--- config.mk ---
export PLATFORM = sky130hd
export DESIGN_NAME = keyed_counter_table_ranked_top
export DESIGN_NICKNAME = d
export VERILOG_FILES = /design/src/kctr_pkg.sv /design/src/kctr_engine.sv /design/src/kctr_outreg.sv /design/src/keyed_counter_table_ranked_top.sv
export SDC_FILE = /design/constraint.sdc
export NUM_CORES = 1
export LEC_CHECK = 0
export ABC_AREA = 0
export BUFFER_PORTS_ARGS = -buffer_cell sky130_fd_sc_hd__buf_4
export CAP_MARGIN = 20
export CORE_ASPECT_RATIO = 0.6
export CORE_MARGIN = 4
export CORE_UTILIZATION = 50
export DETAILED_ROUTE_END_ITERATION = 6
export PLACE_DENSITY = 0.64
export SETUP_SLACK_MARGIN = 0.3
export SYNTH_ARGS = -nofsm -noshare
export SYNTH_HDL_FRONTEND = slang
export SYNTH_SLANG_ARGS = --single-unit
--- constraint.sdc ---
create_clock -name clk -period 19.26 [get_ports clk]
set_input_delay 1.926 -clock clk [delete_from_list [all_inputs] [get_ports clk]]
set_output_delay 1.926 -clock clk [all_outputs]
set_load 0.03 [all_outputs]
--- src/kctr_pkg.sv ---
// Shared types, sizes and codes for the keyed counter table.
`default_nettype none
package kctr_pkg;

  localparam int CAPACITY = 16;
  localparam int IDX_W    = $clog2(CAPACITY);
  localparam int CNT_W    = $clog2(CAPACITY + 1);
  localparam int CFG_W    = 5;
  localparam int KEY_W    = 16;
  localparam int AMT_W    = 16;
  localparam int CTR_W    = 32;
  localparam int STS_W    = 3;
  localparam int OP_W     = 2;

  localparam logic [CFG_W-1:0] CAP_RST = CFG_W'(16);

  localparam logic [OP_W-1:0] OP_INSERT = 2'd0;
  localparam logic [OP_W-1:0] OP_ADD    = 2'd1;
  localparam logic [OP_W-1:0] OP_LOOKUP = 2'd2;
  localparam logic [OP_W-1:0] OP_DUMP   = 2'd3;

  localparam logic [STS_W-1:0] STS_OK      = 3'd0;
  localparam logic [STS_W-1:0] STS_FULL    = 3'd1;
  localparam logic [STS_W-1:0] STS_DUP     = 3'd2;
  localparam logic [STS_W-1:0] STS_UNKNOWN = 3'd3;
  localparam logic [STS_W-1:0] STS_EMPTY   = 3'd4;

  typedef struct packed {
    logic [KEY_W-1:0] key;
    logic [CTR_W-1:0] count;
  } ent_t;

  typedef struct packed {
    logic [STS_W-1:0] status;
    logic [KEY_W-1:0] key;
    logic [CTR_W-1:0] count;
    logic             last;
  } res_t;

  typedef struct packed {
    logic             busy;
    logic [CNT_W-1:0] cnt;
  } eng_stat_t;

endpackage
`default_nettype wire

--- src/kctr_engine.sv ---
// Table memory and the sequencer that scans, updates, sorts and dumps it.
`default_nettype none
module kctr_engine (
  input  logic                      clk,
  input  logic                      rst_n,
  input  logic                      start,
  input  logic [kctr_pkg::OP_W-1:0] op,
  input  logic [kctr_pkg::KEY_W-1:0] key,
  input  logic [kctr_pkg::AMT_W-1:0] amount,
  input  logic [kctr_pkg::CNT_W-1:0] usable,
  input  logic                      out_free,
  output logic                      push,
  output kctr_pkg::res_t            res,
  output kctr_pkg::eng_stat_t       stat
);
  import kctr_pkg::*;

  localparam logic [3:0] ST_IDLE     = 4'd0;
  localparam logic [3:0] ST_SCAN_RD  = 4'd1;
  localparam logic [3:0] ST_SCAN_CHK = 4'd2;
  localparam logic [3:0] ST_EMIT     = 4'd3;
  localparam logic [3:0] ST_SORT_LD  = 4'd4;
  localparam logic [3:0] ST_SORT_LDW = 4'd5;
  localparam logic [3:0] ST_SORT_RD  = 4'd6;
  localparam logic [3:0] ST_SORT_CMP = 4'd7;
  localparam logic [3:0] ST_DUMP_RD  = 4'd8;
  localparam logic [3:0] ST_DUMP_EM  = 4'd9;

  ent_t mem [CAPACITY];
  ent_t rdata_r;

  logic [3:0]       st_r, st_nxt;
  logic [CNT_W-1:0] cnt_r, cnt_nxt;
  logic [CNT_W-1:0] idx_r, idx_nxt;
  logic [CNT_W-1:0] i_r, i_nxt;
  logic [OP_W-1:0]  op_r, op_nxt;
  logic [KEY_W-1:0] key_r, key_nxt;
  logic [AMT_W-1:0] amt_r, amt_nxt;
  ent_t             cur_r, cur_nxt;
  res_t             pend_r, pend_nxt;

  logic             we, re;
  logic [IDX_W-1:0] waddr, raddr;
  ent_t             wdata;

  logic [CTR_W:0]   sum;
  logic [CTR_W-1:0] sat;
  logic [CTR_W-1:0] amt_ext;

  assign amt_ext = {{(CTR_W-AMT_W){amt_r[AMT_W-1]}}, amt_r};
  assign sum = {rdata_r.count[CTR_W-1], rdata_r.count} + {amt_ext[CTR_W-1], amt_ext};
  // clamp when the 33-bit sum leaves the 32-bit range
  assign sat = (sum[CTR_W] != sum[CTR_W-1]) ?
               (sum[CTR_W] ? {1'b1, {(CTR_W-1){1'b0}}} : {1'b0, {(CTR_W-1){1'b1}}}) :
               sum[CTR_W-1:0];

  always_ff @(posedge clk) begin
    if (we) mem[waddr] <= wdata;
    if (re) rdata_r <= mem[raddr];
  end

  always_comb begin
    st_nxt   = st_r;
    cnt_nxt  = cnt_r;
    idx_nxt  = idx_r;
    i_nxt    = i_r;
    op_nxt   = op_r;
    key_nxt  = key_r;
    amt_nxt  = amt_r;
    cur_nxt  = cur_r;
    pend_nxt = pend_r;
    we       = 1'b0;
    re       = 1'b0;
    waddr    = idx_r[IDX_W-1:0];
    raddr    = idx_r[IDX_W-1:0];
    wdata    = cur_r;
    push     = 1'b0;
    res      = pend_r;

    unique case (st_r)
      ST_IDLE: begin
        if (start) begin
          op_nxt  = op;
          key_nxt = key;
          amt_nxt = amount;
          idx_nxt = '0;
          i_nxt   = '0;
          unique case (op)
            OP_INSERT: begin
              if (cnt_r >= usable) begin
                pend_nxt = '{STS_FULL, key, '0, 1'b1};
                st_nxt   = ST_EMIT;
              end else begin
                st_nxt = ST_SCAN_RD;
              end
            end
            OP_ADD: st_nxt = ST_SCAN_RD;
            OP_LOOKUP: begin
              if (cnt_r == '0) begin
                pend_nxt = '{STS_EMPTY, key, '0, 1'b1};
                st_nxt   = ST_EMIT;
              end else begin
                st_nxt = ST_SCAN_RD;
              end
            end
            OP_DUMP: begin
              priority if (cnt_r == '0) begin
                pend_nxt = '{STS_EMPTY, '0, '0, 1'b1};
                st_nxt   = ST_EMIT;
              end else if (cnt_r == CNT_W'(1)) begin
                st_nxt = ST_DUMP_RD;
              end else begin
                st_nxt = ST_SORT_LD;
              end
            end
            default: st_nxt = ST_IDLE;
          endcase
        end
      end

      ST_SCAN_RD: begin
        if (idx_r == cnt_r) begin
          // key absent: insert appends, add and lookup report unknown
          if (op_r == OP_INSERT) begin
            we       = 1'b1;
            waddr    = cnt_r[IDX_W-1:0];
            wdata    = '{key_r, amt_ext};
            cnt_nxt  = cnt_r + CNT_W'(1);
            pend_nxt = '{STS_OK, key_r, amt_ext, 1'b1};
          end else begin
            pend_nxt = '{STS_UNKNOWN, key_r, '0, 1'b1};
          end
          st_nxt = ST_EMIT;
        end else begin
          re     = 1'b1;
          st_nxt = ST_SCAN_CHK;
        end
      end

      ST_SCAN_CHK: begin
        if (rdata_r.key == key_r) begin
          unique case (op_r)
            OP_INSERT: pend_nxt = '{STS_DUP, key_r, '0, 1'b1};
            OP_ADD: begin
              we       = 1'b1;
              wdata    = '{key_r, sat};
              pend_nxt = '{STS_OK, key_r, sat, 1'b1};
            end
            OP_LOOKUP: pend_nxt = '{STS_OK, key_r, rdata_r.count, 1'b1};
            default:   pend_nxt = '{STS_UNKNOWN, key_r, '0, 1'b1};
          endcase
          st_nxt = ST_EMIT;
        end else begin
          idx_nxt = idx_r + CNT_W'(1);
          st_nxt  = ST_SCAN_RD;
        end
      end

      ST_EMIT: begin
        if (out_free) begin
          push   = 1'b1;
          st_nxt = ST_IDLE;
        end
      end

      ST_SORT_LD: begin
        re     = 1'b1;
        raddr  = i_r[IDX_W-1:0];
        st_nxt = ST_SORT_LDW;
      end

      ST_SORT_LDW: begin
        cur_nxt = rdata_r;
        idx_nxt = i_r + CNT_W'(1);
        st_nxt  = ST_SORT_RD;
      end

      ST_SORT_RD: begin
        if (idx_r == cnt_r) begin
          // inner pass done: position i holds its final entry
          we    = 1'b1;
          waddr = i_r[IDX_W-1:0];
          i_nxt = i_r + CNT_W'(1);
          if (i_r + CNT_W'(2) == cnt_r) begin
            idx_nxt = '0;
            st_nxt  = ST_DUMP_RD;
          end else begin
            st_nxt = ST_SORT_LD;
          end
        end else begin
          re     = 1'b1;
          st_nxt = ST_SORT_CMP;
        end
      end

      ST_SORT_CMP: begin
        if ($signed(cur_r.count) < $signed(rdata_r.count)) begin
          we      = 1'b1;
          cur_nxt = rdata_r;
        end
        idx_nxt = idx_r + CNT_W'(1);
        st_nxt  = ST_SORT_RD;
      end

      ST_DUMP_RD: begin
        re     = 1'b1;
        st_nxt = ST_DUMP_EM;
      end

      ST_DUMP_EM: begin
        res = '{STS_OK, rdata_r.key, rdata_r.count, (idx_r + CNT_W'(1) == cnt_r)};
        if (out_free) begin
          push = 1'b1;
          if (idx_r + CNT_W'(1) == cnt_r) begin
            st_nxt = ST_IDLE;
          end else begin
            idx_nxt = idx_r + CNT_W'(1);
            st_nxt  = ST_DUMP_RD;
          end
        end
      end

      default: st_nxt = ST_IDLE;
    endcase
  end

  always_ff @(posedge clk) begin
    if (!rst_n) begin
      st_r  <= ST_IDLE;
      cnt_r <= '0;
    end else begin
      st_r  <= st_nxt;
      cnt_r <= cnt_nxt;
    end
    idx_r  <= idx_nxt;
    i_r    <= i_nxt;
    op_r   <= op_nxt;
    key_r  <= key_nxt;
    amt_r  <= amt_nxt;
    cur_r  <= cur_nxt;
    pend_r <= pend_nxt;
  end

  assign stat.busy = (st_r != ST_IDLE);
  assign stat.cnt  = cnt_r;

endmodule
`default_nettype wire

--- src/kctr_outreg.sv ---
// Output register that holds one result word until the sink takes it.
`default_nettype none
module kctr_outreg (
  input  logic           clk,
  input  logic           rst_n,
  input  logic           push,
  input  kctr_pkg::res_t res,
  input  logic           out_stall,
  output logic           out_valid,
  output kctr_pkg::res_t out_res,
  output logic           free
);
  import kctr_pkg::*;

  logic valid_r, valid_nxt;
  res_t res_r;

  assign free      = !valid_r || !out_stall;
  assign valid_nxt = push || (valid_r && out_stall);

  always_ff @(posedge clk) begin
    if (!rst_n) begin
      valid_r <= 1'b0;
    end else begin
      valid_r <= valid_nxt;
    end
    if (push) res_r <= res;
  end

  assign out_valid = valid_r;
  assign out_res   = res_r;

endmodule
`default_nettype wire

--- src/keyed_counter_table_ranked_top.sv ---
// Top level of the keyed counter table with ranked dump.
`default_nettype none
// Keyed counter table: up to 16 entries of {16-bit key, signed 32-bit counter}
// kept in one single-port synchronous RAM (one read or one write per cycle,
// registered read data). Operations: insert (0), saturating add (1),
// lookup (2) and ranked dump (3). One input word is taken at a time; in_stall
// stays high until its last result word is loaded into the output register.
// Each scanned entry takes a RAM read, then a compare. Insert, add and
// lookup scan from entry 0 until the key is found or all n entries have
// been checked; a full-table insert or an empty-table lookup or dump skips
// the scan. A dump runs the exchange sort with the current entry held in a
// register and one RAM read per compare when n is two or more, then reads
// and emits each word in turn. A stalled output holds the sequencer, not
// the table.
// capacity_limit (cfg_data) is clamped to 16; zero makes every insert report
// full. Write it only while idle.
module keyed_counter_table_ranked_top (
  input  logic                              clk,
  input  logic                              rst_n,
  input  logic                              in_valid,
  output logic                              in_stall,
  input  logic [kctr_pkg::OP_W-1:0]         in_operation,
  input  logic [kctr_pkg::KEY_W-1:0]        in_key,
  input  logic signed [kctr_pkg::AMT_W-1:0] in_amount,
  output logic                              out_valid,
  input  logic                              out_stall,
  output logic [kctr_pkg::STS_W-1:0]        out_status,
  output logic [kctr_pkg::KEY_W-1:0]        out_key_out,
  output logic signed [kctr_pkg::CTR_W-1:0] out_count_out,
  output logic                              out_last,
  input  logic                              cfg_valid,
  output logic                              cfg_ready,
  input  logic [kctr_pkg::CFG_W-1:0]        cfg_data
);
  import kctr_pkg::*;

  logic [CFG_W-1:0] cap_r, cap_nxt;
  logic [CNT_W-1:0] usable;
  logic             start;
  logic             push;
  logic             out_free;
  res_t             eng_res;
  res_t             out_res;
  eng_stat_t        stat;

  // config register: always ready, written only while idle by contract
  assign cfg_ready = 1'b1;
  assign cap_nxt   = (cfg_valid && cfg_ready) ? cfg_data : cap_r;

  always_ff @(posedge clk) begin
    if (!rst_n) begin
      cap_r <= CAP_RST;
    end else begin
      cap_r <= cap_nxt;
    end
  end

  // usable capacity: limit clamped to the physical table depth
  always_comb begin
    if (int'(cap_r) < CAPACITY) begin
      usable = CNT_W'(cap_r);
    end else begin
      usable = CNT_W'(CAPACITY);
    end
  end

  // sequencer takes a word only from idle
  assign in_stall = stat.busy;
  assign start    = in_valid && !in_stall;

  kctr_engine u_engine (
    .clk      (clk),
    .rst_n    (rst_n),
    .start    (start),
    .op       (in_operation),
    .key      (in_key),
    .amount   (in_amount),
    .usable   (usable),
    .out_free (out_free),
    .push     (push),
    .res      (eng_res),
    .stat     (stat)
  );

  kctr_outreg u_outreg (
    .clk       (clk),
    .rst_n     (rst_n),
    .push      (push),
    .res       (eng_res),
    .out_stall (out_stall),
    .out_valid (out_valid),
    .out_res   (out_res),
    .free      (out_free)
  );

  assign out_status    = out_res.status;
  assign out_key_out   = out_res.key;
  assign out_count_out = out_res.count;
  assign out_last      = out_res.last;

  // fill count never exceeds the table depth
  a_cnt_bound: assert property (@(posedge clk) disable iff (!rst_n)
    int'(stat.cnt) <= CAPACITY)
    else $error("entry count beyond table depth");

  // every accepted word makes the sequencer busy
  a_start_busy: assert property (@(posedge clk) disable iff (!rst_n)
    start |=> stat.busy)
    else $error("accepted word did not start the sequencer");

  // sequencer never overwrites a result the sink has not taken
  a_no_overrun: assert property (@(posedge clk) disable iff (!rst_n)
    !(push && out_valid && out_stall))
    else $error("result pushed into a full output register");

endmodule
`default_nettype wire
==> metrics.md, run 1 <==
| Metric | Value |
|---|---|
| Status | `completed` |
| Routability congestion estimate | `0.9215` |
| Via/cell ratio | `6.201` |
| Hold Vio Cnt, Final | `0` |
| Clock sinks | `1,026` |
| Via count of the first global-routing pass | `23,638` |
| Setup Slack @ Placement | `13,720 ps` |
| Layout cells sized above 1 | `19.16%` |
| Final setup fails | `0` |
| PortBufs | `97` |
| Post-synth ARST share | `0%` |
| Max-slew violations | `0` |
| Hpwl dp | `63.66 mm` |
| Area growth from synthesis to layout | `12.69%` |
| Largest net degree at the start of global routing | `101` |
| NumNets Final | `2,851` |
| Synthesized instance count | `2,610` |
| Max Freq | `178.1 MHz` |
| DIE WIDTH | `387.6 um` |
| Crit Path Class | `flip-flop to flip-flop` |
| Tcrit/Tclk final | `29.16%` |
| Total grt overflow | `0` |
| Worst EP required | `19,540 ps` |
| Cts bufs inserted | `94` |
| Synth area leader | `edfxtp_1` |
| CP Max Fanout | `48` |
| Max-cap violation count | `0` |
| Share of the synthesized area in the top cell type | `70.23%` |
| Die ar. | `91,370 um2` |
| Fillers | `6,599` |
| Post-layout minimum cycle time | `5616 ps` |
| Synth Area per Inst | `16.56 um2` |
| Core region area | `85,570 um2` |
| Post-synthesis register bit count | `1,026` |
| Initial core utilization | `50.51%` |
| Die height | `235.8 um` |
| Synth warn | `0` |
| Post-synthesis simple-gate area fraction | `6.166%` |
| Largest family of logic cells by synthesized area | `multiplexers` |
| Rel. slew slack | `21.40%` |
| ANT nets after route | `0` |
| Net Count, Synth | `2,733` |
| Pleak | `0.01623 uW` |
| Worst vdd ir | `0.07189 mV` |
| Clock-pin slew on the worst setup and hold paths | `60 ps` |
| Drt pass-1 iters | `6` |
| Worst slew pin tran | `1170 ps` |
| Startpoint Class | `flip-flop` |
| Post-Route WL | `109.9 mm` |
| DRT iter0 DRCs | `3,011` |
| Mux contribution to synthesized area | `10.31%` |
| Routed vias | `24,523` |
| Clock latency on the worst-skew pair | `680 ps` |
| First-pass GRT wire length | `161.2 mm` |
| Ys flop type | `edfxtp_1` |
| Hold Crit Class | `flip-flop to flip-flop` |
| Clk_skew | `31.76 ps` |
| Max clock buf depth | `3` |
| Synth Area in Compound Gates | `7.008%` |
| CTS tree | `done` |
| DR WL/cell | `27.78 um` |
| DR DRC count | `0` |
| Hold buffer count at CTS | `0` |
| WP data arrival | `5900 ps` |
| Synth cell count leaders | `edfxtp_1 (1,011), nand2_1 (310), mux4_2 (192)` |
| GRT Total Usage | `23.75%` |
| Fin worst setup slack | `13,640 ps` |
| Initial antenna violation count | `0` |
| CP Capture Type | `flip-flop` |
| XOR/XNOR Fraction of Synth Area | `1.439%` |
| Ports | `99` |
| Power per cell area | `106.6 nW/um2` |
| Ant diodes | `0` |
| RSZ-0062 raised after global routing | `no` |
| H-Tree Depth | `3` |
| Largest cells by area after synthesis | `edfxtp_1 (70%), mux4_2 (10%), nand2_1 (2.7%), ha_1 (2.3%), o21ai_0 (1.3%)` |
| Row cnt | `83` |
| Count leader, synth | `edfxtp_1` |
| Post-CTS Setup Bufs | `0` |
| Setup TNS | `0 ps` |
| Post-synth EDFFs | `1,011` |
| Seq/Total Area, Yosys | `70.93%` |
| Adder-cell share of the synthesized area | `2.327%` |
| Distinct cells, synth | `70` |
| Cell Area, Synth | `43,230 um2` |
| Root buffer cell | `clkbuf_16` |
| Post-CTS Resized | `0` |
==> layer usage <==
metal | global-route usage, % | up-vias | routed length (um)
li1 | - | 10630 | -
met2 | 34.06 | 1081 | 48450
met5 | 0 | - | 0
met1 | 37.21 | 12671 | 49260
met4 | 5.263 | 0 | 2090
met3 | 5.493 | 141 | 10070
==> cell type report <==
cell class	count	area [um2]	share of cell area (%)
inverters	48	180.2	0.3699
clock inverters	57	581.8	1.194
clock buffers	119	2520	5.173
repair buffers	166	1339	2.748
well taps	1147	1435	2.946
flip-flops and latches	1026	30660	62.94
multi-input cells	1392	12000	24.63
==> critical path: stages (launching register included) <==
cell and delay [ps]:
edfxtp_1 440, xnor2_1 190, nand4_1 250, nor4_1 770, buf_4 270, nand3_1 350, nand2b_1 940, a311o_1 230
o41a_1 150, nand2_1 450, nor3_2 350, buf_4 780
==> cell usage in the layout (no fill, tap or decap), drive strengths merged, types with 25 or more instances in the layout <==
master and n:
xor2 25, a211oi 59, mux4 192, buf 166, xnor2 46, nor3 39
nand3 28, nor2 52, nand2 310, a21oi 63, clkinv 37, and2 68
inv 53, a31oi 66, clkbuf 119, edfxtp 1011, o211ai 32, ha 78
o21ai 111
==> metrics by stage <==
stage / total power (uW) / hold slack (ps) / instance area (um2) / cells / utilization [%]
floorplan: 3091 / 472.1 / 43230 / 2610 / -
global placement: 3329 / 481.4 / 45380 / 3759 / 53.03
detailed placement: 3331 / 483.6 / 45390 / 3760 / 53.04
CTS: 5218 / 500.0 / 48490 / 3936 / 56.66
global route: 5383 / 530.0 / 48710 / 3955 / 56.92
finish: 5191 / 496.4 / 48710 / 3955 / 56.92
==> report_power, final <==
group	total (uW)	leakage, uW	switching [uW]	internal (uW)
sequential	2560	0.00929	45.0	2520
combinational	735	0.00542	462	273
clock	1890	0.00152	814	1080
total	5190	0.0162	1320	3870
==> path summary, 6_finish.rpt <==
path,startpoint,end,slack (ps),cells after the start
setup / recovery,u_engine.rdata_r[43],u_engine.mem[1][24],13640,11
hold / removal,u_engine.rdata_r[47],u_engine.cur_r[47],500,0
hold reg to reg,u_engine.rdata_r[47],u_engine.cur_r[47],500,0
setup reg to reg,u_engine.rdata_r[43],u_engine.mem[1][24],13640,11
==> state kept, by name (all words and copies together) (netlist names), 2 cells and up <==
name	count
u_engine.op_r	2
u_outreg.out_res	52
u_engine.mem	768
u_engine.st_r	4
u_engine.rdata_r	48
u_engine.key_r	16
u_engine.i_r	5
u_engine.idx_r	5
u_engine.pend_r	51
u_engine.cur_r	48
u_engine.amt_r	16
u_engine.cnt_r	5
cap_r	5
==> cells by family after synthesis <==
logic type | count (synthesis)
AO/OA/AOI/OAI | 458
XOR/XNOR | 71
buffers and inverters | 192
AND/OR/NAND/NOR | 577
other | 1
flip-flops | 1026
adder cells (fa/ha/maj) | 80
multiplexers | 205
No activity file was read; power rests on OpenSTA's default activity.
==> run 2, diff against run 1 <==
- ABC_AREA: 0 -> 1
- PLACE_DENSITY: 0.64 -> 0.66
- clock period: 19.26 -> 4.77 ns (I/O delays scaled with it)
==> run 2 against run 1 <==
  * Setup slack worse by 13000 ps
  * Highest routed layer unchanged
  * Clock-buffer cell count down 8
  * Global-route usage rose by 3.4 points
  * Fmax rose by 36%
  * Clock power rose to 3.9 times the previous value
  * Sequential power rose to 4.1 times the previous value
  * Final cell count increased by 29%
  * Register-to-register slack lost 13000 ps
==> metrics.md, run 2 <==
| Metric | Value |
|---|---|
| First-pass GRT wire length | `190.9 mm (+18%)` |
| FF+latch area | `30,660 um2 (unchanged)` |
| Clock latency on the worst-skew pair | `690 ps (about the same)` |
| CP max stage delay | `930 ps (about the same)` |
| Tcrit/Tclk final | `86.55% (+57 points)` |
| Total grt overflow | `0 (unchanged)` |
| DR WL/cell | `25.42 um (-8.5%)` |
| Max Freq | `242.2 MHz (+36%)` |
| CTS tree | `done` |
| Max-cap violation count | `0 (unchanged)` |
| Post-synth ARST share | `0% (unchanged)` |
| Clock Power Share | `31.0% (-5.4 points)` |
| Synth warn | `0 (unchanged)` |
| Routability congestion estimate | `0.9757 (+5.9%)` |
| DIE WIDTH | `393.1 um (+1.4%)` |
| Multi-input logic area | `12,400 um2 (+3.4%)` |
| Layout cells sized above 1 | `11.27% (-7.9 points)` |
| Top reg by flops | `u_engine.mem` |
| Setup TNS | `0 ps (unchanged)` |
| Cts bufs inserted | `91 (-3.2%)` |
| Max reg flops | `768 (unchanged)` |
| CP Capture Type | `flip-flop` |
| Worst vdd ir | `0.3125 mV (+330%)` |
| Post-synth EDFFs | `1,011 (unchanged)` |
| Worst path bufs/invs | `0 (-2)` |
| Worst EP required | `4980 ps (-14,560 ps)` |
| Initial antenna violation count | `1 (+1)` |
| Initial core utilization | `50.64% (+0.13 points)` |
| Synth area leader | `edfxtp_1` |
| Startpoint Class | `flip-flop` |
| PortBufs | `97 (unchanged)` |
| Net Count, Synth | `3,855 (+41%)` |
| Root buffer cell | `clkbuf_16` |
| Power per cell area | `470.0 nW/um2 (+340%)` |
| Die height | `239.1 um (+1.4%)` |
| Ys flop type | `edfxtp_1` |
| Cell Area, Synth | `44,500 um2 (+2.9%)` |
| H-Tree Depth | `3 (unchanged)` |
| Pleak | `0.01791 uW (+10%)` |
| Post-synthesis register bit count | `1,026 (unchanged)` |
| Seq/Total Area, Yosys | `68.90% (-2.0 points)` |
| Design Power | `23,820 uW (+360%)` |
| Largest cells by area after synthesis | `edfxtp_1 (68%), nand2_1 (4.7%), o21ai_0 (4.4%), nor2_1 (4.1%), o221ai_1 (2.8%)` |
| Commonest non-fill, non-tap cells in the layout | `edfxtp_1 (1,011), nand2_1 (556), nor2_1 (479)` |
| Worst path cell trace | `ha_1, a21oi_1, nand2_1, nand2_1, nand2_1, a21oi_1, nand2_1, nand2_2, nand2_2, nand2_4, nand2_1, nand3_1, nand3_1` |
| Area growth from synthesis to layout | `13.90%` |
| Placed cell count | `4,891 (+30%)` |
| Clock-pin slew on the worst setup and hold paths | `70 ps (about the same)` |
| Int Power | `16,040 uW (+310%)` |
| Comb power frac | `24.4% (+10 points)` |
| Hold Vio Cnt, Final | `0 (unchanged)` |
| Hpwl dp | `78.02 mm (+23%)` |
| RSZ-0062 raised after global routing | `no` |
| Count leader, synth | `edfxtp_1` |
| DRT iter0 DRCs | `4,405 (+46%)` |
| Commonest non-fill, non-tap cell in the layout | `edfxtp_1` |
| Fillers | `7,093 (+7.5%)` |
| Crit-path slowest cell | `edfxtp_1` |
| Synth Area per Inst | `11.92 um2 (-28%)` |
| Crit-path leading delay family | `simple AND/OR/NAND/NOR gates` |
| Setup Slack @ Placement | `831.7 ps (-12,890 ps)` |
| Share of the synthesized area in the top cell type | `68.23% (-2.0 points)` |
| Via count of the first global-routing pass | `28,495 (+21%)` |
| Flop pwr share | `44.7% (-4.7 points)` |
| Core region area | `87,860 um2 (+2.7%)` |
| Via/cell ratio | `6.107 (-1.5%)` |
| Drt pass-1 iters | `6 (unchanged)` |
| Status | `completed` |
| Routed vias | `31,148 (+27%)` |
| Crit Path Class | `flip-flop to flip-flop` |
| ANT nets after route | `0 (unchanged)` |
| Die ar. | `93,990 um2 (+2.9%)` |
| Ports | `99 (unchanged)` |
| Post-layout minimum cycle time | `4128 ps (-1487 ps)` |
| GRT Total Usage | `27.18% (+3.4 points)` |
| Clock sinks | `1,026 (unchanged)` |
| Fin util | `57.68% (+0.76 points)` |
| Final setup fails | `0 (unchanged)` |
| DR DRC count | `0 (unchanged)` |
| Most used cell, CP | `nand2_1` |
| Hold Crit Class | `input pin to flip-flop` |
| Synthesized instance count | `3,732 (+43%)` |
| Fin worst setup slack | `641.5 ps (-13,000 ps)` |
| Max-slew violations | `0 (unchanged)` |
| Largest net degree at the start of global routing | `193 (+91%)` |
| Max clock buf depth | `3 (unchanged)` |
| Synth cell count leaders | `edfxtp_1 (1,011), nand2_1 (558), nor2_1 (483)` |
| Sw frac | `32.66% (+7.2 points)` |
| Post-Route WL | `129.6 mm (+18%)` |
| CP Max Fanout | `31 (-35%)` |
| Worst slew pin tran | `1318 ps (+147.7 ps)` |
| Rel. slew slack | `12.16% (-9.2 points)` |
| Ant diodes | `0 (unchanged)` |
| NumNets Final | `3,989 (+40%)` |
| Row cnt | `84 (+1.2%)` |
| WP data arrival | `4340 ps (-1560 ps)` |
| Switching power | `7778 uW (+490%)` |
| Non-filler instance count after layout | `5,100 (+29%)` |
| Clk_skew | `25.04 ps (-6.719 ps)` |
| Distinct cells, synth | `57 (-19%)` |
run 2: cell types whose count changed in the layout (fill, tap and decap cells not counted), sizes merged, moves of 44 or more:
cell	delta
a211oi	-58
a31oi	-66
and2	-65
buf	+44
inv	+151
mux4	-192
nand2	+267
nand3	+133
nor2	+445
o21ai	+395
o221ai	+139
o22ai	+50
run 2: final cells by class:
class / count / area share, %
clock buffer: 111 / 4.683
inverter: 203 / 1.550
sequential: 1026 / 60.49
timing repair buffer: 248 / 4.839
tap: 1161 / 2.866
multi-input combinational: 2296 / 24.47
clock inverter: 55 / 1.096
run 2: power by group through the flow:
stage	Sequential (uW)	Combinational, uW	Clock [uW]
finish	10600	5800	7370
global route	10700	6310	7850
CTS	10600	5670	7470
detailed placement	10800	5600	0
global placement	10800	5570	0
floorplan	10700	3840	0
run 2: logic make-up after synthesis:
kind of cell	after synthesis	share of synthesized area (%)
AND/OR/NAND/NOR	1291	12.14
flip-flops	1026	68.90
AO/OA/AOI/OAI	875	11.87
buffers and inverters	410	3.855
adder cells (fa/ha/maj)	79	2.238
XOR/XNOR	50	0.9841
other	1	0.008427
run 2: final timing paths:
| kind | start | end | slack [ps] | cells past startpoint |
|---|---|---|---|---|
| hold / removal | in_operation[0] | u_engine.op_r[0] | 50 | 1 |
| setup / recovery | u_engine.amt_r[15] | u_engine.mem[12][18] | 640 | 13 |
| hold reg to reg | cap_r[0] | cap_r[0] | 490 | 2 |
| setup reg to reg | u_engine.amt_r[15] | u_engine.mem[12][18] | 640 | 13 |
run 2: worst reg2reg max path, stage by stage (launching register included):
cell,delay (ps)
edfxtp_1,930
ha_1,460
a21oi_1,280
nand2_1,140
nand2_1,70
nand2_1,60
a21oi_1,230
nand2_1,110
nand2_2,100
nand2_2,100
nand2_4,390
nand2_1,170
nand3_1,120
nand3_1,500
run 2: metrics by stage:
stage               cell area [um2]  hold WS, ps
floorplan                     44520        434.8
global placement              47250        466.7
detailed placement            47330        473.3
CTS                           50630        1.762
global route                  50680        14.88
finish                        50680        49.04
run 2: repair_timing:
action | CTS | global route
hold endpoints to repair | 36 | 0
hold buffers | 37 | 0
buffers inserted | 0 | 0
gates resized for setup | 0 | 0
run 2: routing by layer:
layer | part of all wire, % | track usage, % | up-vias
li1 | - | - | 13841
met1 | 46 | 44.26 | 15334
met2 | 42 | 37.86 | 1837
met3 | 11 | 5.382 | 136
met4 | 1.5 | 5.113 | 0
met5 | 0 | 0 | -
